$ cat config.mk
export PLATFORM = sky130hd
export DESIGN_NAME = extended_gcd_bezout
export DESIGN_NICKNAME = d
export VERILOG_FILES = /design/src/rtl/egb_pkg.sv /design/src/rtl/egb_seq.sv /design/src/rtl/egb_dp.sv /design/src/rtl/extended_gcd_bezout.sv
export SDC_FILE = /design/constraint.sdc
export NUM_CORES = 1
export LEC_CHECK = 0
export BUFFER_PORTS_ARGS = -buffer_cell sky130_fd_sc_hd__buf_4
export CELL_PAD_IN_SITES_DETAIL_PLACEMENT = 0
export CELL_PAD_IN_SITES_GLOBAL_PLACEMENT = 1
export CORE_MARGIN = 4
export CORE_UTILIZATION = 45
export CTS_CLUSTER_SIZE = 10
export DETAILED_ROUTE_END_ITERATION = 6
export PLACE_DENSITY_LB_ADDON = 0.1
export REMOVE_ABC_BUFFERS = 1
export SLEW_MARGIN = 20
export SYNTH_ARGS = -nofsm -noshare
export SYNTH_HDL_FRONTEND = slang
export SYNTH_SLANG_ARGS = --single-unit
$ cat constraint.sdc
create_clock -name clock -period 12.8 [get_ports clock]
set_clock_uncertainty 0.1 [all_clocks]
set_input_delay 1.28 -clock clock [delete_from_list [all_inputs] [get_ports clock]]
set_output_delay 1.28 -clock clock [all_outputs]
set_load 0.005 [all_outputs]
$ cat src/rtl/egb_pkg.sv
// shared types, widths and the microcode table for the extended gcd block
package egb_pkg;

   // operand and coefficient widths
   localparam int OPERAND_WIDTH = 31;
   localparam int COEF_WIDTH    = OPERAND_WIDTH + 1;
   localparam int CNT_WIDTH     = $clog2(OPERAND_WIDTH);

   // payload of one input beat
   typedef struct packed {
      logic [OPERAND_WIDTH-1:0] x_value;
      logic [OPERAND_WIDTH-1:0] y_value;
   } req_type;

   // payload of one result beat
   typedef struct packed {
      logic [OPERAND_WIDTH-1:0]      gcd_value;
      logic signed [COEF_WIDTH-1:0] coef_a;
      logic signed [COEF_WIDTH-1:0] coef_b;
   } rsp_type;

   // microprogram addresses
   typedef logic [2:0] step_addr_type;
   localparam step_addr_type STEP_IDLE   = 3'd0;
   localparam step_addr_type STEP_TEST   = 3'd1;
   localparam step_addr_type STEP_DINIT  = 3'd2;
   localparam step_addr_type STEP_DSTEP  = 3'd3;
   localparam step_addr_type STEP_UPDATE = 3'd4;
   localparam step_addr_type STEP_DONE   = 3'd5;

   // datapath operations
   typedef enum logic [2:0] {
      DP_NOP,
      DP_LOAD,
      DP_DINIT,
      DP_DSTEP,
      DP_UPDATE
   } dp_op_type;

   // jump conditions
   typedef enum logic [2:0] {
      COND_NEVER,
      COND_ALWAYS,
      COND_REQ,
      COND_DIVISOR_ZERO,
      COND_COUNT_MORE,
      COND_RSP_TAKEN
   } cond_type;

   // one control word
   typedef struct packed {
      dp_op_type     op;
      cond_type      cond;
      step_addr_type target;
      logic          hold;
      logic          req_open;
      logic          rsp_show;
   } ctrl_word_type;

   // datapath flags seen by the sequencer
   typedef struct packed {
      logic divisor_zero;
      logic count_more;
   } dp_status_type;

   // microprogram rom
   function automatic ctrl_word_type ucode_rom(input step_addr_type addr);
      ctrl_word_type w;
      w = '{op: DP_NOP, cond: COND_NEVER, target: STEP_IDLE,
            hold: 1'b0, req_open: 1'b0, rsp_show: 1'b0};
      case (addr)
         STEP_IDLE: begin
            w.op       = DP_LOAD;
            w.cond     = COND_REQ;
            w.target   = STEP_TEST;
            w.hold     = 1'b1;
            w.req_open = 1'b1;
         end
         STEP_TEST: begin
            w.cond   = COND_DIVISOR_ZERO;
            w.target = STEP_DONE;
         end
         STEP_DINIT: begin
            w.op = DP_DINIT;
         end
         STEP_DSTEP: begin
            w.op     = DP_DSTEP;
            w.cond   = COND_COUNT_MORE;
            w.target = STEP_DSTEP;
         end
         STEP_UPDATE: begin
            w.op     = DP_UPDATE;
            w.cond   = COND_ALWAYS;
            w.target = STEP_TEST;
         end
         STEP_DONE: begin
            w.cond     = COND_RSP_TAKEN;
            w.target   = STEP_IDLE;
            w.hold     = 1'b1;
            w.rsp_show = 1'b1;
         end
         default: begin
            w.cond   = COND_ALWAYS;
            w.target = STEP_IDLE;
         end
      endcase
      return w;
   endfunction

endpackage

$ cat src/rtl/egb_seq.sv
// microcode sequencer: step counter, rom fetch and jump logic
module egb_seq (
   input  logic                  clock,
   input  logic                  reset,
   input  logic                  req_valid,
   input  logic                  rsp_stall,
   input  egb_pkg::dp_status_type status,
   output egb_pkg::dp_op_type     dp_op,
   output logic                  req_open,
   output logic                  rsp_show
);

   egb_pkg::step_addr_type step_ff, step_in;
   egb_pkg::ctrl_word_type word;
   logic                   take;

   // fetch the control word of the current step
   assign word     = egb_pkg::ucode_rom(step_ff);
   assign dp_op    = word.op;
   assign req_open = word.req_open;
   assign rsp_show = word.rsp_show;

   // evaluate the jump condition
   always_comb begin
      case (word.cond)
         egb_pkg::COND_NEVER:        take = 1'b0;
         egb_pkg::COND_ALWAYS:       take = 1'b1;
         egb_pkg::COND_REQ:          take = req_valid;
         egb_pkg::COND_DIVISOR_ZERO: take = status.divisor_zero;
         egb_pkg::COND_COUNT_MORE:   take = status.count_more;
         egb_pkg::COND_RSP_TAKEN:    take = !rsp_stall;
         default:                    take = 1'b1;
      endcase
   end

   // next step: jump, stay or advance
   always_comb begin
      if (take) begin
         step_in = word.target;
      end else if (word.hold) begin
         step_in = step_ff;
      end else begin
         step_in = step_ff + egb_pkg::step_addr_type'(1);
      end
   end

   always_ff @(posedge clock) begin
      if (reset) begin
         step_ff <= egb_pkg::STEP_IDLE;
      end else begin
         step_ff <= step_in;
      end
   end

endmodule

$ cat src/rtl/egb_dp.sv
// datapath: remainders, coefficients, bit-serial divider and quotient products
module egb_dp (
   input  logic                  clock,
   input  egb_pkg::dp_op_type     dp_op,
   input  logic                  req_valid,
   input  egb_pkg::req_type       req_data,
   output egb_pkg::dp_status_type status,
   output egb_pkg::rsp_type       rsp_data
);

   localparam int W = egb_pkg::OPERAND_WIDTH;
   localparam int C = egb_pkg::COEF_WIDTH;
   localparam int N = egb_pkg::CNT_WIDTH;

   logic [W-1:0] r0_ff, r0_in, r1_ff, r1_in;
   logic [W-1:0] rem_ff, rem_in, dvd_ff, dvd_in;
   logic [C-1:0] s0_ff, s0_in, s1_ff, s1_in;
   logic [C-1:0] t0_ff, t0_in, t1_ff, t1_in;
   logic [C-1:0] ps_ff, ps_in, pt_ff, pt_in;
   logic [N-1:0] cnt_ff, cnt_in;

   logic [W:0]   partial;
   logic [W:0]   diff;
   logic         qbit;

   // one restoring division bit, quotient msb first
   assign partial = {rem_ff, dvd_ff[W-1]};
   assign diff    = partial - {1'b0, r1_ff};
   assign qbit    = !diff[W];

   // register updates per micro-operation
   always_comb begin
      r0_in  = r0_ff;
      r1_in  = r1_ff;
      rem_in = rem_ff;
      dvd_in = dvd_ff;
      s0_in  = s0_ff;
      s1_in  = s1_ff;
      t0_in  = t0_ff;
      t1_in  = t1_ff;
      ps_in  = ps_ff;
      pt_in  = pt_ff;
      cnt_in = cnt_ff;
      case (dp_op)
         egb_pkg::DP_LOAD: begin
            if (req_valid) begin
               r0_in = req_data.x_value;
               r1_in = req_data.y_value;
               s0_in = C'(1);
               s1_in = '0;
               t0_in = '0;
               t1_in = C'(1);
            end
         end
         egb_pkg::DP_DINIT: begin
            rem_in = '0;
            dvd_in = r0_ff;
            ps_in  = '0;
            pt_in  = '0;
            cnt_in = N'(W - 1);
         end
         egb_pkg::DP_DSTEP: begin
            rem_in = qbit ? diff[W-1:0] : partial[W-1:0];
            dvd_in = {dvd_ff[W-2:0], 1'b0};
            // horner accumulation of quotient times coefficient
            ps_in  = {ps_ff[C-2:0], 1'b0} + (qbit ? s1_ff : '0);
            pt_in  = {pt_ff[C-2:0], 1'b0} + (qbit ? t1_ff : '0);
            if (cnt_ff != '0) begin
               cnt_in = cnt_ff - N'(1);
            end
         end
         egb_pkg::DP_UPDATE: begin
            r0_in = r1_ff;
            r1_in = rem_ff;
            s0_in = s1_ff;
            s1_in = s0_ff - ps_ff;
            t0_in = t1_ff;
            t1_in = t0_ff - pt_ff;
         end
         default: begin
         end
      endcase
   end

   always_ff @(posedge clock) begin
      r0_ff  <= r0_in;
      r1_ff  <= r1_in;
      rem_ff <= rem_in;
      dvd_ff <= dvd_in;
      s0_ff  <= s0_in;
      s1_ff  <= s1_in;
      t0_ff  <= t0_in;
      t1_ff  <= t1_in;
      ps_ff  <= ps_in;
      pt_ff  <= pt_in;
      cnt_ff <= cnt_in;
   end

   // flags for the sequencer
   assign status.divisor_zero = (r1_ff == '0);
   assign status.count_more   = (cnt_ff != '0);

   // result held in the working registers once the divisor reaches zero
   assign rsp_data.gcd_value = r0_ff;
   assign rsp_data.coef_a    = s0_ff;
   assign rsp_data.coef_b    = t0_ff;

endmodule

$ cat src/rtl/extended_gcd_bezout.sv
// extended gcd with bezout coefficients, microcoded sequencer over a bit-serial datapath
// each input beat runs k euclid steps before its result beat is shown
// (k up to about 46 for 31-bit operands)
// each euclid step is one divider pass of OPERAND_WIDTH quotient bits in the shared datapath
// one item at a time: the next input beat is taken only after the result beat is accepted
// reset (synchronous) returns the sequencer to its idle step, data registers are not cleared
module extended_gcd_bezout (
   input  logic             clock,
   input  logic             reset,
   input  logic             req_valid,
   output logic             req_stall,
   input  egb_pkg::req_type req_data,
   output logic             rsp_valid,
   input  logic             rsp_stall,
   output egb_pkg::rsp_type rsp_data
);

   egb_pkg::dp_op_type     dp_op;
   egb_pkg::dp_status_type status;
   logic                   req_open;
   logic                   rsp_show;

   // program sequencer
   egb_seq u_seq (
      .clock     (clock),
      .reset     (reset),
      .req_valid (req_valid),
      .rsp_stall (rsp_stall),
      .status    (status),
      .dp_op     (dp_op),
      .req_open  (req_open),
      .rsp_show  (rsp_show)
   );

   // arithmetic datapath
   egb_dp u_dp (
      .clock     (clock),
      .dp_op     (dp_op),
      .req_valid (req_valid),
      .req_data  (req_data),
      .status    (status),
      .rsp_data  (rsp_data)
   );

   // handshake from the control word
   assign req_stall = !req_open;
   assign rsp_valid = rsp_show;

endmodule
Word-level counts from Yosys, hierarchy flattened
Cells that the tools add are included.
{ "op_classes": {"n_mux": 27, "reduce_logical": 11, "eq_ne": 16, "addsub": 7} }
{ "ops": {"columns": ["cell", "n"], "rows": [
  ["32-bit one-hot mux with 2 select lines", 6],
  ["31-bit one-hot mux with 2 select lines", 4],
  ["32-bit two-way mux", 4],
  ["31-bit two-way mux", 3],
  ["32-bit adder", 2],
  ["32-bit subtractor", 2],
  ["6-bit one-hot mux with 6 select lines", 1],
  ["32-bit by 31-bit subtractor with 32-bit output", 1],
  ["31-bit logical NOT", 1],
  ["3-bit by 2-bit == test with 1-bit output (second input constant)", 6],
  ["3-bit == test (second input constant)", 5],
  ["3-bit one-hot mux with 4 select lines", 1],
  ["5-bit one-hot mux with 2 select lines", 1],
  ["3-bit by 1-bit == test with 1-bit output (second input constant)", 2],
  ["3-bit logical NOT", 2],
  ["3-bit two-way mux", 2],
  ["2-bit inequality test (second input constant)", 3],
  ["5-bit two-way mux", 1],
  ["1-bit one-hot mux with 5 select lines", 1],
  ["5-bit nonzero test", 1],
  ["5-bit by 1-bit subtractor with 5-bit output (second input constant)", 1],
  ["2-bit AND reduction", 2],
  ["2-bit nonzero test", 2],
  ["3-bit by 1-bit adder with 3-bit output (second input constant)", 1],
  ["other kinds (3)", 6]
]} }
{ "word_totals": {"in_bits": 66, "regBits": 324} }

Longest topological paths before layout
Gate-level depths: netlist of run 1.
{ "logic_depth": {"word_depth": 5, "depth_mapped": 24} }

Cells and area by module
A second synthesis of run 1 with hierarchy kept.
{ "unflattened": {"hier_cells": 2094, "area_unflattened_um2": 20656.1} }
{ "modules_own_cells": {"columns": ["mod", "cells_each", "area_each_um2", "instances"], "rows": [
  ["egb_dp", 2046, 20283.2, 1],
  ["egb_seq", 47, 369.1, 1],
  ["extended_gcd_bezout", 1, 3.8, 1]
]} }

Worst setup path before layout of run 1
Ideal clock, no wire load.
{ "synth_path": {"path_type": "input to register", "start": "input req_valid", "end": "register u_dp.r0_ff[0] (enable)", "arrival_time_ns": 10.587, "path_stages": 2, "setup_slack_ns": 1.306, "t_required_ns": 11.893, "path_cell_list": "nand2_1 > o22ai_1"} }
{ "synth_via": {"elab_chain_len": 2} }
{ "synth_lines": {"columns": ["item", "line_no", "text"], "rows": [
  ["start: declaration", "extended_gcd_bezout.sv:10", "input logic req_valid,"],
  ["2-bit inequality test (no line)", null, null],
  ["2-bit AND reduction (no line)", null, null],
  ["end signal: assignment", "egb_dp.sv:86", "r0_ff <= r0_in;"],
  ["end: declaration", "egb_dp.sv:15", "logic [W-1:0] r0_ff, r0_in, r1_ff, r1_in;"]
]} }
Every way passes these cells.
A chain may end at the register's enable or synchronous reset.

Final worst setup path of run 1
{ "layout_path": {"start": "register u_dp.rem_ff[3]", "end": "register u_dp.ps_ff[31], data pin"} }
{ "layout_via": {"elab_chain_len": 4} }
{ "layout_lines": {"columns": ["item", "line_no", "text"], "rows": [
  ["start: declaration", "egb_dp.sv:16", "logic [W-1:0] rem_ff, rem_in, dvd_ff, dvd_in;"],
  ["start signal: assignment", "egb_dp.sv:88", "rem_ff <= rem_in;"],
  ["32-bit by 31-bit subtractor with 32-bit output", "egb_dp.sv:28", "assign diff = partial - {1'b0, r1_ff};"],
  ["32-bit two-way mux", "egb_dp.sv:66", "ps_in = {ps_ff[C-2:0], 1'b0} + (qbit ? s1_ff : '0);"],
  ["32-bit adder", "egb_dp.sv:66", null],
  ["32-bit one-hot mux with 2 select lines", "egb_dp.sv:44", "case (dp_op)"],
  ["end signal: assignment", "egb_dp.sv:94", "ps_ff <= ps_in;"],
  ["end: declaration", "egb_dp.sv:19", "logic [C-1:0] ps_ff, ps_in, pt_ff, pt_in;"]
]} }
Every way passes these cells.

==> flow_summary.yaml, run 1 <==
run_status:
  status: "finished, final reports clean"
logic_synthesis:
  yosys_warnings: 0
  synth_top_family_by_area: "simple AND/OR/NAND/NOR gates"
  synth_fa_ha_area_share_pct: 9.85
  yosysSeqAreaShare_pct: 46.0
  yosys.area.top_type: "edfxtp_1"
  synth_area_leaders: "edfxtp_1, ha_1, nand2_1"
  async_flop_share_pct: 0
  netlist_instances: 2171
  syn_area_per_cell_um2: 9.71
  synth_mux_area_share_pct: 1.39
  synth_top_cell_area_share_pct: 45.7
  synth_simple_gate_area_share_pct: 19.2
  synthXorXnorAreaFrac_pct: 4.39
  yosys_most_used_dff: "edfxtp_1"
  synth_edf_count: 321
  ys_ff_latch: 324
  synth_compound_area_share_pct: 15.2
  syn-cell-area_um2: 21100
  synth_cell_type_count: 77
drt:
  routed_wl_um: 53300
  post_drt_via_cell_ratio: 5.51
  drt_first_pass_iters: 5
  post-route-drc-count: 0
  vias: 16211
  drt_iter0_drc: 972
  antenna_left: 0
  wl_per_cell_um: 18.1
worst_setup_path:
  reg2reg_slack_ps: 6410
  cpMostUsedCell: "a211o_1"
  path_cells: "ha_1 -> a21o_1 -> a211o_1 -> o211ai_2 -> a21oi_2 -> o211ai_2 -> a211o_1 -> nand3_4 -> and2_1 -> ha_1 -> fa_1 -> a211oi_1 -> nor2_1 -> o41a_1 -> o21ai_1 -> a211oi_2 -> a211o_1 -> a21oi_1 -> xnor3_1 -> and2_1"
  crit_type: "reg2reg"
  crit_path_max_incr_delay_ps: 460
  r2r-start: "u_dp.rem_ff[3]$_SDFFCE_PN0P_"
  timing.rr.end: "u_dp.ps_ff[31]$_SDFFCE_PN0P_"
  crit_path_top_delay_cell: "nand3_4"
  cp_data_arrival_time_ps: 6590
  crit_path_start_kind: "flip-flop"
  cp.required_ps: 13010
  reg2reg_depth: 20
  cp-end-kind: "flip-flop"
  cp_max_fo: 52
place:
  io_buffers: 162
  dp_hpwl_um: 37400
  gp_congestion: 0.889
pwr:
  power_frac_seq_pct: 29.9
  p_leak_nw: 10.2
  swShare_pct: 42.6
  ir_worst_vdd_v: 0.000183
  p_int_mw: 3.87
  pwr-share-clk_pct: 15.0
  power_mw: 6.74
  power_density_nw_per_um2: 281
  power.share.combinational_pct: 55.1
  p_sw_mw: 2.87
timing:
  setup_viol_count_final: 0
  fmax_mhz: 157
  slew-limit-headroom_pct: 34.7
  final.min_clock_period_ps: 6390
  whs_ps: 410
  rsz0062_at_grt: "false"
  slew_violations: 0
  tightest_slew_ps: 980
  fin_crit_sh_pct: 49.9
  finalHoldViolations: 0
  setup_tns_ps: 0
job:
  max-cap-violations: 0
hold_path:
  hold_path_end: "u_dp.dvd_ff[8]$_DFFE_PP_"
  worstHoldPathCells: 2
  min-delay-start: "u_dp.dvd_ff[7]$_DFFE_PP_"
  hold_path_class: "reg2reg"
floorplan:
  num_io_pins: 163
  die_area_um2: 50400
  fp.dieW_um: 224
  die_h_um: 224
  initial_core_util_pct: 45.4
  fp-row-count: 79
  core-area_um2: 46500
clock_network:
  cts_buffers: 40
  clk_pin_slew_ps: 60
  post_cts_resize_count: 0
  cts_buffer_depth: 3
  clock_latency_ps: 550
  ctsHoldBuffers: 0
  cts_tree: "built"
  root_buffer: "clkbuf_16"
  cts.sinks: 324
  htree_levels: 2
  cts_setup_buffers: 0
global_route:
  grt_pass1_vias: 16287
  grt_max_degree: 87
  grt_overflow: 0
  grt_usage_pct: 20.8
  grt_first_pass_wirelength_um: 85800
  antenna_found_initial: 0
final_layout:
  fillers: 4389
  fin_nets: 2546
  layout-drive-gt1-share_pct: 10.6
  syn2layout_area_growth_pct: 13.9
  final-seq-area_um2: 9700
  antenna_cells: 0
  multiInputGateArea_um2: 10600
metrics by stage:
| stage | area (um2) | setup slack (ps) | instances | util [%] |
|---|---|---|---|---|
| 2_1_floorplan | 20800 | 1310 | 2102 | - |
| 3_3_place_gp | 22900 | 6490 | 2882 | 49.3 |
| 3_5_place_dp | 22900 | 6350 | 2882 | 49.3 |
| 4_1_cts | 24000 | 6320 | 2944 | 51.7 |
| 5_1_grt | 24000 | 5980 | 2944 | 51.7 |
| 6_report | 24000 | 6410 | 2944 | 51.7 |
flip-flops by register name, summed over array words and instances, names as in the netlist:
| register | flops |
|---|---|
| u_dp.dvd_ff | 31 |
| u_dp.t0_ff | 32 |
| u_dp.r0_ff | 31 |
| u_dp.r1_ff | 31 |
| u_dp.s1_ff | 32 |
| u_dp.pt_ff | 32 |
| u_seq.step_ff | 3 |
| u_dp.t1_ff | 32 |
| u_dp.rem_ff | 31 |
| u_dp.s0_ff | 32 |
| u_dp.cnt_ff | 5 |
| u_dp.ps_ff | 32 |
placed cells by master, fill, tap and decap left out, drive strengths merged, types with 36 or more instances in the layout:
cell type / n
edfxtp: 321
ha: 158
nand2: 298
nor3: 53
nand3: 36
a21o: 56
inv: 142
buf: 173
nor2: 191
xnor2: 63
o21ai: 127
xor2: 40
a21oi: 109
clkbuf: 55
and2: 142
cell type report:
type / instances / area share (%)
Clock buffer: 55 / 4.49
Clock inverter: 7 / 0.115
Inverter: 142 / 2.23
Multi-Input combinational cell: 1636 / 44.2
Sequential cell: 324 / 40.4
Tap cell: 607 / 3.16
Timing Repair Buffer: 173 / 5.41
power groups by stage:
stage	Sequential [mW]	Clock, mW	Combinational (mW)
2_1_floorplan	2.11	0	2.69
6_report	2.02	1.01	3.71
3_5_place_dp	2.04	0	3.71
5_1_grt	2.07	1.08	4.18
3_3_place_gp	2.03	0	3.68
4_1_cts	2.02	1.04	3.74
Yosys cell counts, drive strengths merged, types with 16 or more instances:
cell type and count:
edfxtp 321, a21oi 109, a31oi 16, o21a 33, ha 158, xor2 40, nand2b 29, or3 24
o21ai 127, xnor2 63, nand4 16, nand3 36, and3 24, a211oi 31, clkbuf 52, inv 142
buf 17, nand2 298, nor2 191, mux2i 27, nor3 53, and2 142, a21o 56
worst max path at each step:
stage | start | to | slack, ps | cells past startpoint
3_3_place_gp | u_dp.rem_ff[3]$_SDFFCE_PN0P_ | u_dp.ps_ff[31]$_SDFFCE_PN0P_ | 6490 | 20
5_1_grt | u_dp.rem_ff[3]$_SDFFCE_PN0P_ | u_dp.ps_ff[31]$_SDFFCE_PN0P_ | 5980 | 20
6_report | u_dp.rem_ff[3]$_SDFFCE_PN0P_ | u_dp.ps_ff[31]$_SDFFCE_PN0P_ | 6410 | 20
3_5_place_dp | u_dp.rem_ff[3]$_SDFFCE_PN0P_ | u_dp.ps_ff[31]$_SDFFCE_PN0P_ | 6350 | 20
4_1_cts | u_dp.rem_ff[3]$_SDFFCE_PN0P_ | u_dp.ps_ff[31]$_SDFFCE_PN0P_ | 6320 | 20
2_1_floorplan | req_valid | u_dp.r0_ff[0]$_DFFE_PP_ | 1310 | 2
critical path: cells and delay by family (launching register included):
| family | cells | cell delay [ps] |
|---|---|---|
| AO/OA/AOI/OAI | 12 | 3060 |
| AND/OR/NAND/NOR | 4 | 1140 |
| adder cells (fa/ha/maj) | 3 | 1060 |
| flip-flops | 1 | 410 |
| XOR/XNOR | 1 | 310 |
kinds of logic after synthesis:
group                      count (synthesis)
AOI/OAI and AO/OA                        484
xor gates and xnor gates                 104
adders and majority gates                163
buffers and inverters                    211
DFF                                      324
muxes                                     29
and+or+nand+nor                          856
routing by layer:
| layer | global-route usage [%] | wire (um) | up-vias |
|---|---|---|---|
| li1 | - | - | 8067 |
| met1 | 27.7 | 24100 | 7770 |
| met2 | 36.2 | 25800 | 312 |
| met3 | 3.43 | 2460 | 62 |
| met4 | 4.47 | 935 | 0 |
| met5 | 0 | 0 | - |
Power figures use the tool's default switching activity.
==> run 2: changes to the inputs <==
--- a/config.mk
+++ b/config.mk
@@ -5,6 +5,7 @@
 export SDC_FILE = /design/constraint.sdc
 export NUM_CORES = 1
 export LEC_CHECK = 0
+export ABC_AREA = 1
 export BUFFER_PORTS_ARGS = -buffer_cell sky130_fd_sc_hd__buf_4
 export CELL_PAD_IN_SITES_DETAIL_PLACEMENT = 0
 export CELL_PAD_IN_SITES_GLOBAL_PLACEMENT = 1
==> constraint.sdc (replaced) <==
create_clock -name clock -period 6 [get_ports clock]
set_clock_uncertainty 0.1 [all_clocks]
set_input_delay 0.6 -clock clock [delete_from_list [all_inputs] [get_ports clock]]
set_output_delay 0.6 -clock clock [all_outputs]
set_load 0.005 [all_outputs]
==> flow_summary.yaml, run 2 <==
timing:
  fin_crit_sh_pct: 80.2
  rsz0062_at_grt: "false"
  setup_tns_ps: 0
  whs_ps: 99.9
  final.min_clock_period_ps: 4810
  setup_viol_count_final: 0
  slew_violations: 0
  slew-limit-headroom_pct: 31.2
  worst_slack_ps: 1190
  fmax_mhz: 208
  finalHoldViolations: 0
  tightest_slew_ps: 1030
global_route:
  grt_first_pass_wirelength_um: 108000
  grt_pass1_vias: 19823
  antenna_found_initial: 0
  grt_usage_pct: 25.3
  grt_overflow: 0
  grt_max_degree: 72
job:
  max-cap-violations: 0
clock_network:
  post_cts_resize_count: 0
  cts_setup_buffers: 0
  root_buffer: "clkbuf_16"
  cts_tree: "built"
  cts_buffer_depth: 3
  cts.sinks: 324
  cts_buffers: 41
  clock_latency_ps: 580
  clk_pin_slew_ps: 60
  htree_levels: 2
  ctsHoldBuffers: 0
worst_setup_path:
  crit_type: "reg2reg"
  cp_data_arrival_time_ps: 5020
  cp-end-kind: "flip-flop"
  cp_max_fo: 22
  crit_path_start_kind: "flip-flop"
  cp.required_ps: 6210
logic_synthesis:
  syn_area_per_cell_um2: 7.92
  synth_cell_type_count: 47
  synth_area_leaders: "edfxtp_1, nand2_1, ha_1"
  yosys_most_used_dff: "edfxtp_1"
  synth_edf_count: 321
  yosys.cell_count.top_type: "nand2_1"
  netlist_instances: 2780
  synth_top_cell_area_share_pct: 43.8
  syn-cell-area_um2: 22000
  yosys.area.top_type: "edfxtp_1"
  async_flop_share_pct: 0
  yosysSeqAreaShare_pct: 44.1
  synthTopCellsByCount: "nand2_1, nor2_1, inv_1, edfxtp_1, a21oi_1"
  ys_ff_latch: 324
  yosys_warnings: 0
final_layout:
  fin_nets: 3178
  final_cell_count_no_fill: 3586
  final_cell_mix: "nand2_1, nor2_1, inv_1"
  final_common_cell: "nand2_1"
  layout-drive-gt1-share_pct: 8.68
  syn2layout_area_growth_pct: 14.2
  final_util_pct: 52.3
  antenna_cells: 0
floorplan:
  core-area_um2: 48000
  fp-row-count: 80
  die_area_um2: 52500
  fp.dieW_um: 229
  num_io_pins: 163
  initial_core_util_pct: 45.8
  die_h_um: 229
drt:
  drt_first_pass_iters: 5
  antenna_left: 0
  post_drt_via_cell_ratio: 5.49
  wl_per_cell_um: 18.7
  drt_iter0_drc: 1432
  post-route-drc-count: 0
  routed_wl_um: 67200
  vias: 19679
pwr:
  p_leak_nw: 11.2
  power_density_nw_per_um2: 505
  ir_worst_vdd_v: 0.000259
run_status:
  status: "finished, final reports clean"
place:
  place_inst: 3521
  dp_hpwl_um: 50700
  gp_congestion: 0.928
  place_ws_ps: 1270
  io_buffers: 162
hold_path:
  hold_path_class: "in2reg"
-- run 2: cell types whose count changed in the layout (fill, tap and decap cells not counted), moves of 43 or more --
| cell | before | now |
|---|---|---|
| nand2_1 | 297 | 568 |
| o21ai_0 | 116 | 199 |
| nand3_1 | 35 | 78 |
| a21o_1 | 56 | 13 |
| xnor2_1 | 63 | 10 |
| a21oi_1 | 104 | 299 |
| nor2_1 | 190 | 416 |
| inv_1 | 140 | 382 |
| and2_1 | 142 | 3 |
-- run 2: logic make-up (layout without fill, tap and decap cells) --
kind of cell    Yosys count  after routing  share of synthesized area [%]
xor+xnor                 30             30                           1.19
compound gates          639            639                           15.8
buf+inv                 443            634                           7.79
simple gates           1181           1181                           21.7
fa+ha+maj               163            163                           9.43
flops                   324            324                           44.1
-- run 2: where the power goes --
part	switching, mW	total [mW]	internal, mW
clock	0.973	2.31	1.34
sequential	0.356	3.80	3.44
combinational	4.52	6.60	2.08
-- run 2: area by class of cell --
class / instances / area, um2
fill: 4695 / 22900
multi-input combinational: 2013 / 10600
sequential: 324 / 9700
inverter: 387 / 1460
timing repair buffer: 182 / 1390
clock buffer: 56 / 1120
tap: 615 / 769
clock inverter: 9 / 71.3
-- run 2: path summary, 6_finish.rpt --
check	startpoint	end	slack (ps)	cells past startpoint
max	u_dp.rem_ff[9]$_SDFFCE_PN0P_	u_dp.ps_ff[22]$_SDFFCE_PN0P_	1190	22
min	reset	u_seq.step_ff[2]$_SDFFE_PP0P_	100	2
max reg2reg	u_dp.rem_ff[9]$_SDFFCE_PN0P_	u_dp.ps_ff[22]$_SDFFCE_PN0P_	1190	22
min reg2reg	u_dp.dvd_ff[2]$_DFFE_PP_	u_dp.dvd_ff[3]$_DFFE_PP_	410	2
-- run 2: worst max-delay path: stages (launching register included) --
cell and delay [ps]:
edfxtp_1 430, ha_1 380, a21oi_1 250, nand2_1 110, a21oi_1 160, nand2_2 120, nand2_2 100, nand2_2 60
nand2_2 60, nand2_2 50, inv_2 430, buf_4 280, nor2_1 60, ha_1 340, nand3_1 100, nand3_1 120
a21oi_1 130, o21ai_0 580, nand2_1 160, nand2_1 180, a21oi_1 100, o21ai_0 170, a21oi_1 60
-- run 2: metrics by stage --
stage	total power [mW]	cell area, um2
6_report	12.7	25100
5_1_grt	13.8	25100
4_1_cts	12.7	25100
3_5_place_dp	10.4	23900
3_3_place_gp	10.3	23900
2_1_floorplan	8.27	21800
-- run 2: routing by layer --
layer,routed length [um],up-vias,global-route usage [%]
met5,0,-,0
met4,1500,0,5.76
met2,30800,607,41.6
li1,-,9736,-
met3,4420,103,4.56
met1,30500,9233,35.1
